`config.mk`:
```
export PLATFORM = sky130hd
export DESIGN_NAME = replication_progress_tracker_core
export DESIGN_NICKNAME = d
export VERILOG_FILES = /design/src/rpt_pkg.sv /design/src/replication_progress_tracker_core.sv /design/src/rpt_alu.sv
export SDC_FILE = /design/constraint.sdc
export NUM_CORES = 2
export LEC_CHECK = 0
export CAP_MARGIN = 15
export CORE_MARGIN = 2
export CORE_UTILIZATION = 55
export CTS_BUF_LIST = sky130_fd_sc_hd__clkbuf_2 sky130_fd_sc_hd__clkbuf_4 sky130_fd_sc_hd__clkbuf_8
export DETAILED_ROUTE_END_ITERATION = 16
export DONT_BUFFER_PORTS = 1
export GPL_TIMING_DRIVEN = 0
export PLACE_DENSITY = 0.69
export SYNTH_ARGS = -nofsm -noshare
export SYNTH_HDL_FRONTEND = slang
export SYNTH_HIERARCHICAL = 1
export SYNTH_SLANG_ARGS = --single-unit
```
`constraint.sdc`:
```
create_clock -name clk -period 17.1 [get_ports clk]
set_input_delay 3.42 -clock clk [delete_from_list [all_inputs] [get_ports clk]]
set_output_delay 3.42 -clock clk [all_outputs]
set_load 0.02 [all_outputs]
```
`src/rpt_pkg.sv`:
```
// shared types and constants for the replication progress tracker
// no dependencies; used by rpt_alu and replication_progress_tracker_core
`default_nettype none

package rpt_pkg;

  localparam int FIELD_BITS = 64;
  localparam int ID_BITS    = 4;

  // item mode codes
  localparam logic [1:0] MODE_RESP  = 2'd0;
  localparam logic [1:0] MODE_FIX   = 2'd1;
  localparam logic [1:0] MODE_QUERY = 2'd2;

  typedef struct packed {
    logic [1:0]            mode;
    logic [ID_BITS-1:0]    peer_id;
    logic                  was_accepted;
    logic [FIELD_BITS-1:0] log_index;
    logic [FIELD_BITS-1:0] window_min;
    logic [FIELD_BITS-1:0] window_max;
  } rpt_req_t;

  typedef struct packed {
    logic                  changed;
    logic [FIELD_BITS-1:0] probe_index;
    logic [FIELD_BITS-1:0] catchup_index;
  } rpt_rsp_t;

  // shared adder control: subtract is inv_b with cin set
  typedef struct packed {
    logic inv_b;
    logic cin;
  } alu_ctl_t;

endpackage

`default_nettype wire

```
`src/replication_progress_tracker_core.sv`:
```
// replication progress tracker: a response steps through the R_DEC, R_CMP and R_UPD states,
// a query through the Q_* states, a fix walks the slots in F_CLAMP and an unused mode finishes from idle;
// a new item is taken in the cycle the previous strobe is shown. the sequence is set by
// the one shared adder stepping through the compares
// and increments, and for a fix by one table read-modify-write per slot.
// reset (rst, synchronous) clears both tables through per-entry valid bits; results cannot stall
`default_nettype none

module replication_progress_tracker_core #(
  parameter int FOLLOWER_SLOTS = 16,
  parameter int INDEX_BITS     = 64
) (
  input  logic              clk,
  input  logic              rst,
  input  logic              start,
  output logic              busy,
  input  rpt_pkg::rpt_req_t req,
  output logic              done,
  output rpt_pkg::rpt_rsp_t rsp
);
  import rpt_pkg::*;

  // adder is one bit wider than an index so compares and +1 keep their carry
  localparam int W         = INDEX_BITS + 1;
  localparam int SLOT_BITS = (FOLLOWER_SLOTS > 1) ? $clog2(FOLLOWER_SLOTS) : 1;
  localparam int ID_EXT    = (SLOT_BITS > ID_BITS) ? SLOT_BITS : ID_BITS;
  localparam int CMP_BITS  = ID_EXT + 1;

  // sequencer: response R_*, query Q_*, fix walks the slots in F_CLAMP
  typedef enum logic [13:0] {
    S_IDLE   = 14'b00000000000001,
    S_R_DEC  = 14'b00000000000010,
    S_R_CMP  = 14'b00000000000100,
    S_R_UPD  = 14'b00000000001000,
    S_Q_LOA  = 14'b00000000010000,
    S_Q_LOR  = 14'b00000000100000,
    S_Q_INC  = 14'b00000001000000,
    S_Q_RLE  = 14'b00000010000000,
    S_Q_SUM  = 14'b00000100000000,
    S_Q_MID  = 14'b00001000000000,
    S_Q_HI1  = 14'b00010000000000,
    S_Q_AC1  = 14'b00100000000000,
    S_Q_FIN  = 14'b01000000000000,
    S_F_CLAMP = 14'b10000000000000
  } state_t;

  state_t state, state_next;

  logic accept;
  logic finish;

  // captured item
  logic                  was_acc;
  logic                  in_rng;
  logic [INDEX_BITS-1:0] idx;
  logic [INDEX_BITS-1:0] lo;
  logic [INDEX_BITS-1:0] hi;
  logic [SLOT_BITS-1:0]  addr;
  logic [SLOT_BITS-1:0]  ptr;
  logic                  last_slot;

  // follower id decode
  logic [ID_EXT-1:0]    id_ext;
  logic [SLOT_BITS-1:0] id_addr;
  logic                 id_in_rng;

  // tables: memories plus valid bits, an invalid entry reads as zero (absent)
  logic [INDEX_BITS-1:0]     acc_mem [FOLLOWER_SLOTS];
  logic [INDEX_BITS-1:0]     rej_mem [FOLLOWER_SLOTS];
  logic [FOLLOWER_SLOTS-1:0] acc_vld;
  logic [FOLLOWER_SLOTS-1:0] rej_vld;

  logic                  rd_en;
  logic                  rd_hit;
  logic [SLOT_BITS-1:0]  rd_addr;
  logic [INDEX_BITS-1:0] rd_acc;
  logic [INDEX_BITS-1:0] rd_rej;
  logic                  rd_acc_v;
  logic                  rd_rej_v;
  logic [INDEX_BITS-1:0] acc_cur;
  logic [INDEX_BITS-1:0] rej_cur;

  logic                  acc_we;
  logic                  rej_we;
  logic [SLOT_BITS-1:0]  wr_addr;
  logic [INDEX_BITS-1:0] acc_wdata;

  // shared unit
  logic [W-1:0] alu_a;
  logic [W-1:0] alu_b;
  alu_ctl_t     alu_ctl;
  logic [W-1:0] alu_sum;
  logic         alu_cout;

  // per-item partial results
  logic [INDEX_BITS-1:0] nv;
  logic                  acc_ge_rej;
  logic                  lo_ge_acc;
  logic                  lo_ge_rej;
  logic                  rej_le;
  logic [W-1:0]          t;
  logic [W-1:0]          s;
  logic [INDEX_BITS-1:0] mid1;
  logic [INDEX_BITS-1:0] hi1;
  logic [INDEX_BITS-1:0] acc1;

  logic [INDEX_BITS-1:0] prev;
  logic                  rej_ok;
  logic [INDEX_BITS-1:0] a_sel;
  logic [INDEX_BITS-1:0] probe_fin;
  logic [INDEX_BITS-1:0] catch_fin;
  rpt_rsp_t              rsp_next;

  assign busy   = (state != S_IDLE);
  assign accept = start && !busy;

  assign id_ext    = ID_EXT'(req.peer_id);
  assign id_addr   = id_ext[SLOT_BITS-1:0];
  assign id_in_rng = CMP_BITS'(req.peer_id) < CMP_BITS'(FOLLOWER_SLOTS);
  assign last_slot = (ptr == SLOT_BITS'(FOLLOWER_SLOTS - 1));

  // entry values as seen by this item (out-of-range ids read as absent)
  assign acc_cur = rd_acc_v ? rd_acc : '0;
  assign rej_cur = rd_rej_v ? rd_rej : '0;

  // stored rejected index counts only while above the accepted one
  assign prev  = (rej_cur != '0 && !acc_ge_rej) ? rej_cur : '0;
  // larger of accepted index and window low end
  assign a_sel = lo_ge_acc ? lo : acc_cur;

  // ---------------------------------------------------------------
  // sequencer
  // ---------------------------------------------------------------
  always_comb begin
    state_next = state;
    case (state)
      S_IDLE: begin
        if (accept) begin
          case (req.mode)
            MODE_RESP:  state_next = S_R_DEC;
            MODE_FIX:   state_next = S_F_CLAMP;
            MODE_QUERY: state_next = S_Q_LOA;
            default:    state_next = S_IDLE;
          endcase
        end
      end
      S_R_DEC:   state_next = S_R_CMP;
      S_R_CMP:   state_next = S_R_UPD;
      S_R_UPD:   state_next = S_IDLE;
      S_Q_LOA:   state_next = S_Q_LOR;
      S_Q_LOR:   state_next = S_Q_INC;
      S_Q_INC:   state_next = S_Q_RLE;
      S_Q_RLE:   state_next = S_Q_SUM;
      S_Q_SUM:   state_next = S_Q_MID;
      S_Q_MID:   state_next = S_Q_HI1;
      S_Q_HI1:   state_next = S_Q_AC1;
      S_Q_AC1:   state_next = S_Q_FIN;
      S_Q_FIN:   state_next = S_IDLE;
      S_F_CLAMP: state_next = last_slot ? S_IDLE : S_F_CLAMP;
      default:   state_next = S_IDLE;
    endcase
  end

  // unused mode finishes straight from idle with an all-zero result
  assign finish = (state == S_R_UPD) || (state == S_Q_FIN) ||
                  ((state == S_F_CLAMP) && last_slot) ||
                  (accept && req.mode != MODE_RESP && req.mode != MODE_FIX &&
                   req.mode != MODE_QUERY);

  always_ff @(posedge clk) begin
    if (rst) begin
      state <= S_IDLE;
      done  <= 1'b0;
      ptr   <= '0;
    end else begin
      state <= state_next;
      done  <= finish;
      if (accept) begin
        ptr <= '0;
      end else if (state == S_F_CLAMP) begin
        ptr <= ptr + 1'b1;
      end
    end
  end

  // item capture, indices taken modulo 2^INDEX_BITS
  always_ff @(posedge clk) begin
    if (accept) begin
      was_acc <= req.was_accepted;
      in_rng  <= id_in_rng;
      idx     <= req.log_index[INDEX_BITS-1:0];
      lo      <= req.window_min[INDEX_BITS-1:0];
      hi      <= req.window_max[INDEX_BITS-1:0];
      addr    <= id_addr;
    end
  end

  // ---------------------------------------------------------------
  // table access: one read and one write port per table
  // ---------------------------------------------------------------
  always_comb begin
    rd_en   = 1'b0;
    rd_hit  = 1'b0;
    rd_addr = '0;
    case (state)
      S_IDLE: begin
        rd_en   = accept;
        rd_hit  = (req.mode == MODE_FIX) || id_in_rng;
        rd_addr = (req.mode == MODE_FIX) ? '0 : id_addr;
      end
      S_F_CLAMP: begin
        // fetch the next slot while the current one is clamped
        rd_en   = !last_slot;
        rd_hit  = 1'b1;
        rd_addr = ptr + 1'b1;
      end
      default: begin
        rd_en = 1'b0;
      end
    endcase
  end

  always_comb begin
    acc_we    = 1'b0;
    rej_we    = 1'b0;
    wr_addr   = addr;
    acc_wdata = nv;
    rej_ok    = !(prev != '0 && alu_cout) && (nv != prev);
    case (state)
      S_R_UPD: begin
        acc_we = in_rng && was_acc && !alu_cout;
        rej_we = in_rng && !was_acc && rej_ok;
      end
      S_F_CLAMP: begin
        wr_addr   = ptr;
        acc_wdata = idx;
        acc_we    = !alu_cout;
      end
      default: begin
        acc_we = 1'b0;
      end
    endcase
  end

  always_ff @(posedge clk) begin
    if (rd_en) begin
      rd_acc <= acc_mem[rd_addr];
      rd_rej <= rej_mem[rd_addr];
    end
    if (acc_we) begin
      acc_mem[wr_addr] <= acc_wdata;
    end
    if (rej_we) begin
      rej_mem[wr_addr] <= nv;
    end
  end

  always_ff @(posedge clk) begin
    if (rst) begin
      acc_vld  <= '0;
      rej_vld  <= '0;
      rd_acc_v <= 1'b0;
      rd_rej_v <= 1'b0;
    end else begin
      if (rd_en) begin
        rd_acc_v <= rd_hit && acc_vld[rd_addr];
        rd_rej_v <= rd_hit && rej_vld[rd_addr];
      end
      if (acc_we) begin
        acc_vld[wr_addr] <= 1'b1;
      end
      if (rej_we) begin
        rej_vld[wr_addr] <= 1'b1;
      end
    end
  end

  // ---------------------------------------------------------------
  // shared adder operand selection, one operation per state
  // ---------------------------------------------------------------
  always_comb begin
    alu_a   = '0;
    alu_b   = '0;
    alu_ctl = '{inv_b: 1'b0, cin: 1'b0};
    case (state)
      S_R_DEC: begin
        // log_index - 1 by adding all ones
        alu_a   = W'(idx);
        alu_ctl = '{inv_b: 1'b1, cin: 1'b0};
      end
      S_R_CMP: begin
        alu_a   = W'(acc_cur);
        alu_b   = W'(rej_cur);
        alu_ctl = '{inv_b: 1'b1, cin: 1'b1};
      end
      S_R_UPD: begin
        // accepted: acc >= nv blocks; rejected: nv >= prev blocks
        alu_a   = was_acc ? W'(acc_cur) : W'(nv);
        alu_b   = was_acc ? W'(nv) : W'(prev);
        alu_ctl = '{inv_b: 1'b1, cin: 1'b1};
      end
      S_Q_LOA: begin
        alu_a   = W'(lo);
        alu_b   = W'(acc_cur);
        alu_ctl = '{inv_b: 1'b1, cin: 1'b1};
      end
      S_Q_LOR: begin
        alu_a   = W'(lo);
        alu_b   = W'(rej_cur);
        alu_ctl = '{inv_b: 1'b1, cin: 1'b1};
      end
      S_Q_INC: begin
        alu_a   = W'(a_sel);
        alu_ctl = '{inv_b: 1'b0, cin: 1'b1};
      end
      S_Q_RLE: begin
        // exact rej <= a + 1
        alu_a   = t;
        alu_b   = W'(rej_cur);
        alu_ctl = '{inv_b: 1'b1, cin: 1'b1};
      end
      S_Q_SUM: begin
        alu_a = W'(a_sel);
        alu_b = W'(rej_cur);
      end
      S_Q_MID: begin
        // floor of the carried sum over two, plus one
        alu_a   = {1'b0, s[W-1:1]};
        alu_ctl = '{inv_b: 1'b0, cin: 1'b1};
      end
      S_Q_HI1: begin
        alu_a   = W'(hi);
        alu_ctl = '{inv_b: 1'b0, cin: 1'b1};
      end
      S_Q_AC1: begin
        alu_a   = W'(acc_cur);
        alu_ctl = '{inv_b: 1'b0, cin: 1'b1};
      end
      S_F_CLAMP: begin
        // limit >= entry keeps the entry
        alu_a   = W'(idx);
        alu_b   = W'(acc_cur);
        alu_ctl = '{inv_b: 1'b1, cin: 1'b1};
      end
      default: begin
        alu_a = '0;
      end
    endcase
  end

  rpt_alu #(
    .W (W)
  ) u_alu (
    .a    (alu_a),
    .b    (alu_b),
    .ctl  (alu_ctl),
    .sum  (alu_sum),
    .cout (alu_cout)
  );

  always_ff @(posedge clk) begin
    case (state)
      S_R_DEC: nv         <= alu_sum[INDEX_BITS-1:0];
      S_R_CMP: acc_ge_rej <= alu_cout;
      S_Q_LOA: lo_ge_acc  <= alu_cout;
      S_Q_LOR: lo_ge_rej  <= alu_cout;
      S_Q_INC: t          <= alu_sum;
      S_Q_RLE: rej_le     <= alu_cout;
      S_Q_SUM: s          <= alu_sum;
      S_Q_MID: mid1       <= alu_sum[INDEX_BITS-1:0];
      S_Q_HI1: hi1        <= alu_sum[INDEX_BITS-1:0];
      S_Q_AC1: acc1       <= alu_sum[INDEX_BITS-1:0];
      default: begin
      end
    endcase
  end

  // ---------------------------------------------------------------
  // query result from the collected flags
  // ---------------------------------------------------------------
  always_comb begin
    // probe: binary search point between known-good and known-bad
    if (lo == '0 || lo == hi) begin
      probe_fin = '0;
    end else if (acc_cur == '0 && rej_cur == '0) begin
      probe_fin = hi1;
    end else if (rej_cur == '0 || rej_le) begin
      probe_fin = '0;
    end else begin
      probe_fin = mid1;
    end

    // catch-up: only when no probe is pending
    if (lo == '0 || probe_fin != '0) begin
      catch_fin = '0;
    end else if (acc_cur == '0) begin
      if (rej_cur != '0 && lo_ge_rej) begin
        catch_fin = (lo == INDEX_BITS'(1)) ? INDEX_BITS'(1) : '0;
      end else begin
        catch_fin = lo;
      end
    end else if ((lo_ge_acc && lo != acc_cur) || acc_cur == hi) begin
      catch_fin = '0;
    end else begin
      catch_fin = acc1;
    end
  end

  always_comb begin
    rsp_next = '0;
    case (state)
      S_R_UPD: begin
        rsp_next.changed = acc_we || rej_we;
      end
      S_Q_FIN: begin
        rsp_next.probe_index   = FIELD_BITS'(probe_fin);
        rsp_next.catchup_index = FIELD_BITS'(catch_fin);
      end
      default: begin
        rsp_next = '0;
      end
    endcase
  end

  always_ff @(posedge clk) begin
    if (finish) begin
      rsp <= rsp_next;
    end
  end

  // ---------------------------------------------------------------
  // checks
  // ---------------------------------------------------------------
  a_busy_after_start: assert property (@(posedge clk) disable iff (rst)
    (start && !busy && (req.mode == MODE_RESP || req.mode == MODE_FIX ||
                        req.mode == MODE_QUERY)) |=> busy)
    else $error("busy not raised after a multi-cycle item");

  a_done_on_finish: assert property (@(posedge clk) disable iff (rst)
    (!$past(rst) && $fell(busy)) |-> done)
    else $error("item finished without a result strobe");

  a_changed_resp: assert property (@(posedge clk) disable iff (rst)
    (done && rsp.changed) |-> $past(state == S_R_UPD))
    else $error("changed flag on a non-response item");

  a_write_busy: assert property (@(posedge clk) disable iff (rst)
    (acc_we || rej_we) |-> busy)
    else $error("table written while idle");

endmodule

`default_nettype wire

```
`src/rpt_alu.sv`:
```
// shared add / subtract / compare unit of the tracker sequencer
// depends on rpt_pkg for the control struct
`default_nettype none

module rpt_alu #(
  parameter int W = 65
) (
  input  logic [W-1:0]      a,
  input  logic [W-1:0]      b,
  input  rpt_pkg::alu_ctl_t ctl,
  output logic [W-1:0]      sum,
  output logic              cout
);
  import rpt_pkg::*;

  logic [W-1:0] b_op;

  assign b_op = ctl.inv_b ? ~b : b;
  // on subtract, cout set means a >= b
  assign {cout, sum} = {1'b0, a} + {1'b0, b_op} + {{W{1'b0}}, ctl.cin};

endmodule

`default_nettype wire

```
== Yosys cells after proc, flatten, opt, wreduce, memory -nomap -nowiden ==
Memory sizes are Yosys's and may differ from the RTL's. A register that Yosys moved wholly into a read port is not among the register bits.
Index checks and enable logic that the tools add are counted.

* Multiply operators: 0
* Bitwise operators: 4
* Add/sub/neg operators: 3
* Equality and inequality tests: 26
* Div/mod/pow operators: 0
* Mux-type cells: 39
* Shift-type cells: 0
* Order comparisons: 3
* Reduce and logical (&&, ||, !) cells: 49

{| class="wikitable"
|+ Operators by type and width
! cell !! number
|-
| 64-bit two-way mux || 13
|-
| 65-bit one-hot mux with 8 select lines || 1
|-
| 64-bit logical NOT || 3
|-
| 64-bit one-hot mux with 3 select lines || 1
|-
| 64-bit nonzero test || 3
|-
| 14-bit one-hot mux with 12 select lines || 1
|-
| 64-bit equality test || 2
|-
| 64-bit inequality test || 2
|-
| 65-bit by 65-bit adder with 66-bit output || 1
|-
| 66-bit by 1-bit adder with 66-bit output || 1
|-
| 65-bit two-way mux || 1
|-
| 64-bit NOT with 65-bit output || 1
|-
| 64-bit by 1-bit equality test with 1-bit output (second input constant) || 1
|-
| 14-bit one-hot mux with 3 select lines || 1
|-
| 16-bit bitwise OR || 2
|-
| 14-bit two-way mux || 2
|-
| 1-bit logical AND || 16
|-
| 2-bit OR reduction || 8
|-
| 14-bit by 1-bit equality test with 1-bit output (second input constant) || 1
|-
| 14-bit by 10-bit equality test with 1-bit output (second input constant) || 1
|-
| 14-bit by 11-bit equality test with 1-bit output (second input constant) || 1
|-
| 14-bit by 12-bit equality test with 1-bit output (second input constant) || 1
|-
| 14-bit by 13-bit equality test with 1-bit output (second input constant) || 1
|-
| 14-bit equality test (second input constant) || 1
|-
| 31 further kinds || 58
|}

* Bits of input ports: 202
* Memory bits (read-only): 0
* Register bits after elaboration: 769
* RAM bits: 2,048
* Memories: 2
* Bits in latches: 0
* Output and inout bits: 131

{| class="wikitable"
|+ Memory list
! memory !! words !! width !! read ports !! clocked after memory_dff !! wr ports !! line !! text
|-
| acc_mem || 16 || 64 || 1 || 1 || 1 || replication_progress_tracker_core.sv:68 || <nowiki>logic [INDEX_BITS-1:0] acc_mem [FOLLOWER_SLOTS];</nowiki>
|-
| rej_mem || 16 || 64 || 1 || 1 || 1 || replication_progress_tracker_core.sv:69 || <nowiki>logic [INDEX_BITS-1:0] rej_mem [FOLLOWER_SLOTS];</nowiki>
|}

== Longest topological paths before layout ==
* Depth in word-level cells: 17
* Gate-level depth with buffers: 27
* Depth with buffers taken out: 23

== Hierarchy ==
The synthesis kept the hierarchy.

{| class="wikitable"
|+ Modules (own cells, without submodules)
! module !! area an instance (sq um) !! instances !! cells each !! sequential area each (sq um)
|-
| replication_progress_tracker_core || 117,457.7 || 1 || 6,731 || 87,874.3
|-
| rpt_alu || 4,629.4 || 1 || 670 || 0.0
|}

== Least setup slack after synthesis ==
OpenSTA, ideal clock, no wires.

* Kind: register -> register
* Start point: register state[7]
* End point: memory rej_mem[1][0], enable pin
* Data required time: 16.452 ns
* Cell stages (with the launch flop): 22
* Setup slack: 0.174 ns
* Period minus slack after synthesis: 16.926 ns
* Arrival time: 16.278 ns
* Path through: dfxtp_1 nor4_1 and3_1 nand2_1 nor3b_1 a2111oi_1 nor2_1 clkbuf_1 a221o_1 ha_1 o211a_1 nor2b_1 a221oi_1 o21ai_1 a32o_1 o21ai_1 nand2b_1 a21oi_1 o21ai_0 and2_1 buf_1 nor4_1

* Elaborated cells between the ends (all ways): 35
* Those cells by class: add/sub: 2; eq/ne: 12; mux: 8; bitwise: 1; reduce/logical: 12

{| class="wikitable"
|+ RTL lines
! element !! line !! text
|-
| from (decl) || replication_progress_tracker_core.sv:47 || <nowiki>state_t state, state_next;</nowiki>
|-
| from (signal assigned) || replication_progress_tracker_core.sv:176 || <nowiki>state <= state_next;</nowiki>
|-
| 14-bit equality test, or another cell as far along || replication_progress_tracker_core.sv:285 || <nowiki>case (state)</nowiki>
|-
| 2-bit OR reduction (no source line) || -- ||
|-
| 65-bit one-hot mux with 8 select lines (*) || replication_progress_tracker_core.sv:285 ||
|-
| via alu_a[4] || replication_progress_tracker_core.sv:89 || <nowiki>logic [W-1:0] alu_a;</nowiki>
|-
| 65-bit by 65-bit adder with 66-bit output (*) || rpt_alu.sv:20 || <nowiki>assign {cout, sum} = {1'b0, a} + {1'b0, b_op} + {{W{1'b0}}, ctl.cin};</nowiki>
|-
| 66-bit by 1-bit adder with 66-bit output (*) || rpt_alu.sv:20 ||
|-
| via alu_cout || replication_progress_tracker_core.sv:93 || <nowiki>logic alu_cout;</nowiki>
|-
| 1-bit logical AND (*) || replication_progress_tracker_core.sv:228 || <nowiki>rej_ok = !(prev != '0 && alu_cout) && (nv != prev);</nowiki>
|-
| 1-bit logical NOT (*) || replication_progress_tracker_core.sv:228 ||
|-
| 1-bit logical AND (*) || replication_progress_tracker_core.sv:228 ||
|-
| 1-bit logical AND (*) || replication_progress_tracker_core.sv:232 || <nowiki>rej_we = in_rng && !was_acc && rej_ok;</nowiki>
|-
| 1-bit two-way mux (*) || replication_progress_tracker_core.sv:229 || <nowiki>case (state)</nowiki>
|-
| 1-bit two-way mux (*) || replication_progress_tracker_core.sv:253 || <nowiki>if (rej_we) begin</nowiki>
|-
| 1-bit two-way mux (not written as such) (*) || replication_progress_tracker_core.sv:254 || <nowiki>rej_mem[wr_addr] <= nv;</nowiki>
|-
| to (decl) || replication_progress_tracker_core.sv:69 ||
|}

The timed path passes the listed nets; every way through them passes the cells marked *.

==> impl_metrics.ini <==
[setup_path]
end_kind = register
cp.required_ns = 17.93
r2r-end = rej_mem[2][21]
cp_common_cell = buf_4
crit_path_start_kind = register
path_class = register to register
crit_path_top_delay_cell = nor4_2
worstPathArrival_ns = 11.96
r2r_setup_slack_ns = 5.97
crit_end = rej_mem[2][21]
critPathMaxStageDelay_ns = 0.86
r2r_cells = 31
r2r-start = state[8]
cp_max_fo = 10
crit_path_start = state[8]

[power_and_ir_drop]
peakVddDrop_mv = 0.118
p_leak_nw = 45.9
p_per_area_nw_per_um2 = 114

[synth]
yosysMostFrequentCell = edfxtp_1
synth_cell_types = 89
yosysTopAreaCell = edfxtp_1
seq_area_frac_synth_pct = 72.0
synth_area_sq_um = 122000
yosysTopAreaCellShare_pct = 71.1
synth_enable_flop_cells = 2891
syn_inst = 7401
syn_nets = 7670
synth_common_cells = edfxtp_1, nand2_1, mux4_2
async_flop_share_pct = 0
ys_warn_count = 6
ys.flop_type = edfxtp_1
synth_area_leaders = edfxtp_1, mux4_2, nand2_1
syn_area_per_cell_sq_um = 16.5
ys_ff_latch = 2944

[global_route]
antenna_found_initial = 55
grt_pass1_vias = 75153
grt_max_degree = 149
grt_pass1_wl_microns = 620000
overflow = 0
track_usage_pct = 41.0

[timing]
grt_setup_unrepaired = no
finalHoldViolCount = 0
drv_slew = 0
worstMarginPinSlew_ns = 1.46
setup_viol = 0
max_freq_mhz = 89.8
fin_crit_ns = 11.13
slew_headroom_pct = 2.82
fin_crit_sh_pct = 65.1
skew_ns = 0.117
tns_ns = 0

[clock_network]
cts_tree = done
numCtsBuffers = 468
hold_buffers = 0
postCtsSetupBuffers = 0
cts.path.max_buffers = 4
cts-root-buf = clkbuf_8
ctsResizeCount = 0
clk_latency_ns = 1.16
clock-sinks = 2944
htree_levels = 5
clk_pin_slew_worst_paths_ns = 0.07

[drt]
final_antenna_net_count = 0
wl_per_cell_microns = 40.5
vias = 78524
drt-initial-drc-count = 12255
drc = 0
via_per_inst = 6.85
routed_wl_microns = 465000
drt_first_pass_iters = 9

[run]
cap_violations = 0

[floorplanning]
fp.coreArea_sq_um = 220000
start_util_pct = 55.5
die-area_sq_um = 226000
io_pins = 333
fp.dieW_microns = 475
rows = 172
die_h_microns = 475

[final_layout]
n_fill_cell = 15783
stdcell_area_sq_um = 139000
area.sequential_sq_um = 87900
multi_input_comb_area_sq_um = 31900
area_growth_pct = 14.0
fin_nets = 8377
drive_above_1_share_pct = 19.6

[outcome]
outcome = complete, no violations

[placed_design]
portBuffers = 0
dp_hpwl_microns = 339000
routabilityCongestion = 1.04
placed_area_sq_um = 130000

[min_path]
hold_class = register to register
==> worst max-delay path, delay by kind of cell (launching register included) <==
kind	cells	cell delay (ns)
buffers and inverters	11	3.26
and+or+nand+nor	10	3.68
DFF	1	0.37
adders and majority gates	1	0.52
xor gates and xnor gates	1	0.21
AOI/OAI and AO/OA	8	2.77
==> final cells by class <==
| cell class | count | area share [%] |
|---|---|---|
| buffer | 471 | 1.65 |
| clock inverter | 222 | 0.951 |
| sequential | 2944 | 63.1 |
| timing repair buffer | 237 | 2.87 |
| tap | 2958 | 2.66 |
| clock buffer | 616 | 5.46 |
| antenna | 34 | 0.0611 |
| inverter | 102 | 0.284 |
| multi-input combinational | 3884 | 22.9 |
==> power by group <==
group / leakage (nW) / switching [W] / internal [W]
sequential: 26.5 / 0.000338 / 0.00802
combinational: 14.7 / 0.00107 / 0.000563
clock: 4.74 / 0.00279 / 0.00304
total: 45.9 / 0.00420 / 0.0116
==> stage by stage <==
stage	power (W)	worst slack, ns	instances	utilization, %	hold WS (ns)
finish	0.0158	5.97	11468	63.2	0.484
CTS	0.0158	6.40	11413	63.0	0.482
global route	0.0162	5.80	11441	63.2	0.495
detailed placement	0.0101	6.33	10575	59.0	0.467
global placement	0.0100	-16.42	10359	57.1	0.457
floorplan	0.00922	0.174	7401	-	0.436
==> flip-flops by register name, summed over array words and instances, names as in the netlist, 65 cells and up <==
signal	flops
t	65
acc_mem	1024
rej_mem	1024
rsp	129
==> layout by cell type (no fill, tap or decap), types with 98 or more instances in the layout <==
cell type     n
a22oi_1     247
a31oi_1     152
nor2_1      218
nand2_1     961
xor2_1      195
o21ai_0     151
clkbuf_8    476
edfxtp_1   2891
nand3_1     131
clkbuf_4    143
clkbuf_1    333
mux4_2      480
nor4_1      125
clkinv_1    135
xnor2_1     130
inv_1        98
a21oi_1     136
and3_1      129
==> metal layers <==
layer / GRT usage, % / vias to the layer above / wire, microns
met5: 0.469 / - / 153
met1: 53.8 / 40225 / 169000
met3: 12.8 / 1344 / 58500
met4: 23.6 / 22 / 32100
li1: - / 31021 / -
met2: 60.7 / 5912 / 206000
==> worst min-delay path by stage <==
stage | slack [ns] | to | startpoint | cells past startpoint
finish | 0.48 | acc_vld[12] | acc_vld[12] | 2
global route | 0.50 | rej_vld[12] | rej_vld[12] | 1
CTS | 0.48 | rej_vld[12] | rej_vld[12] | 1
detailed placement | 0.47 | rej_vld[12] | rej_vld[12] | 1
global placement | 0.46 | acc_vld[13] | acc_vld[13] | 2
floorplan | 0.44 | acc_vld[12] | acc_vld[12] | 2
==> cell families after synthesis <==
kind of cell | Yosys count | synth area share (%)
other | 1 | 0.00307
adder cells (fa/ha/maj) | 67 | 0.699
AO/OA/AOI/OAI | 1121 | 6.59
flip-flops | 2944 | 72.0
AND/OR/NAND/NOR | 1840 | 6.94
multiplexers | 519 | 9.19
XOR/XNOR | 336 | 2.41
buffers and inverters | 573 | 2.18
No activity file was read; power rests on OpenSTA's default activity.
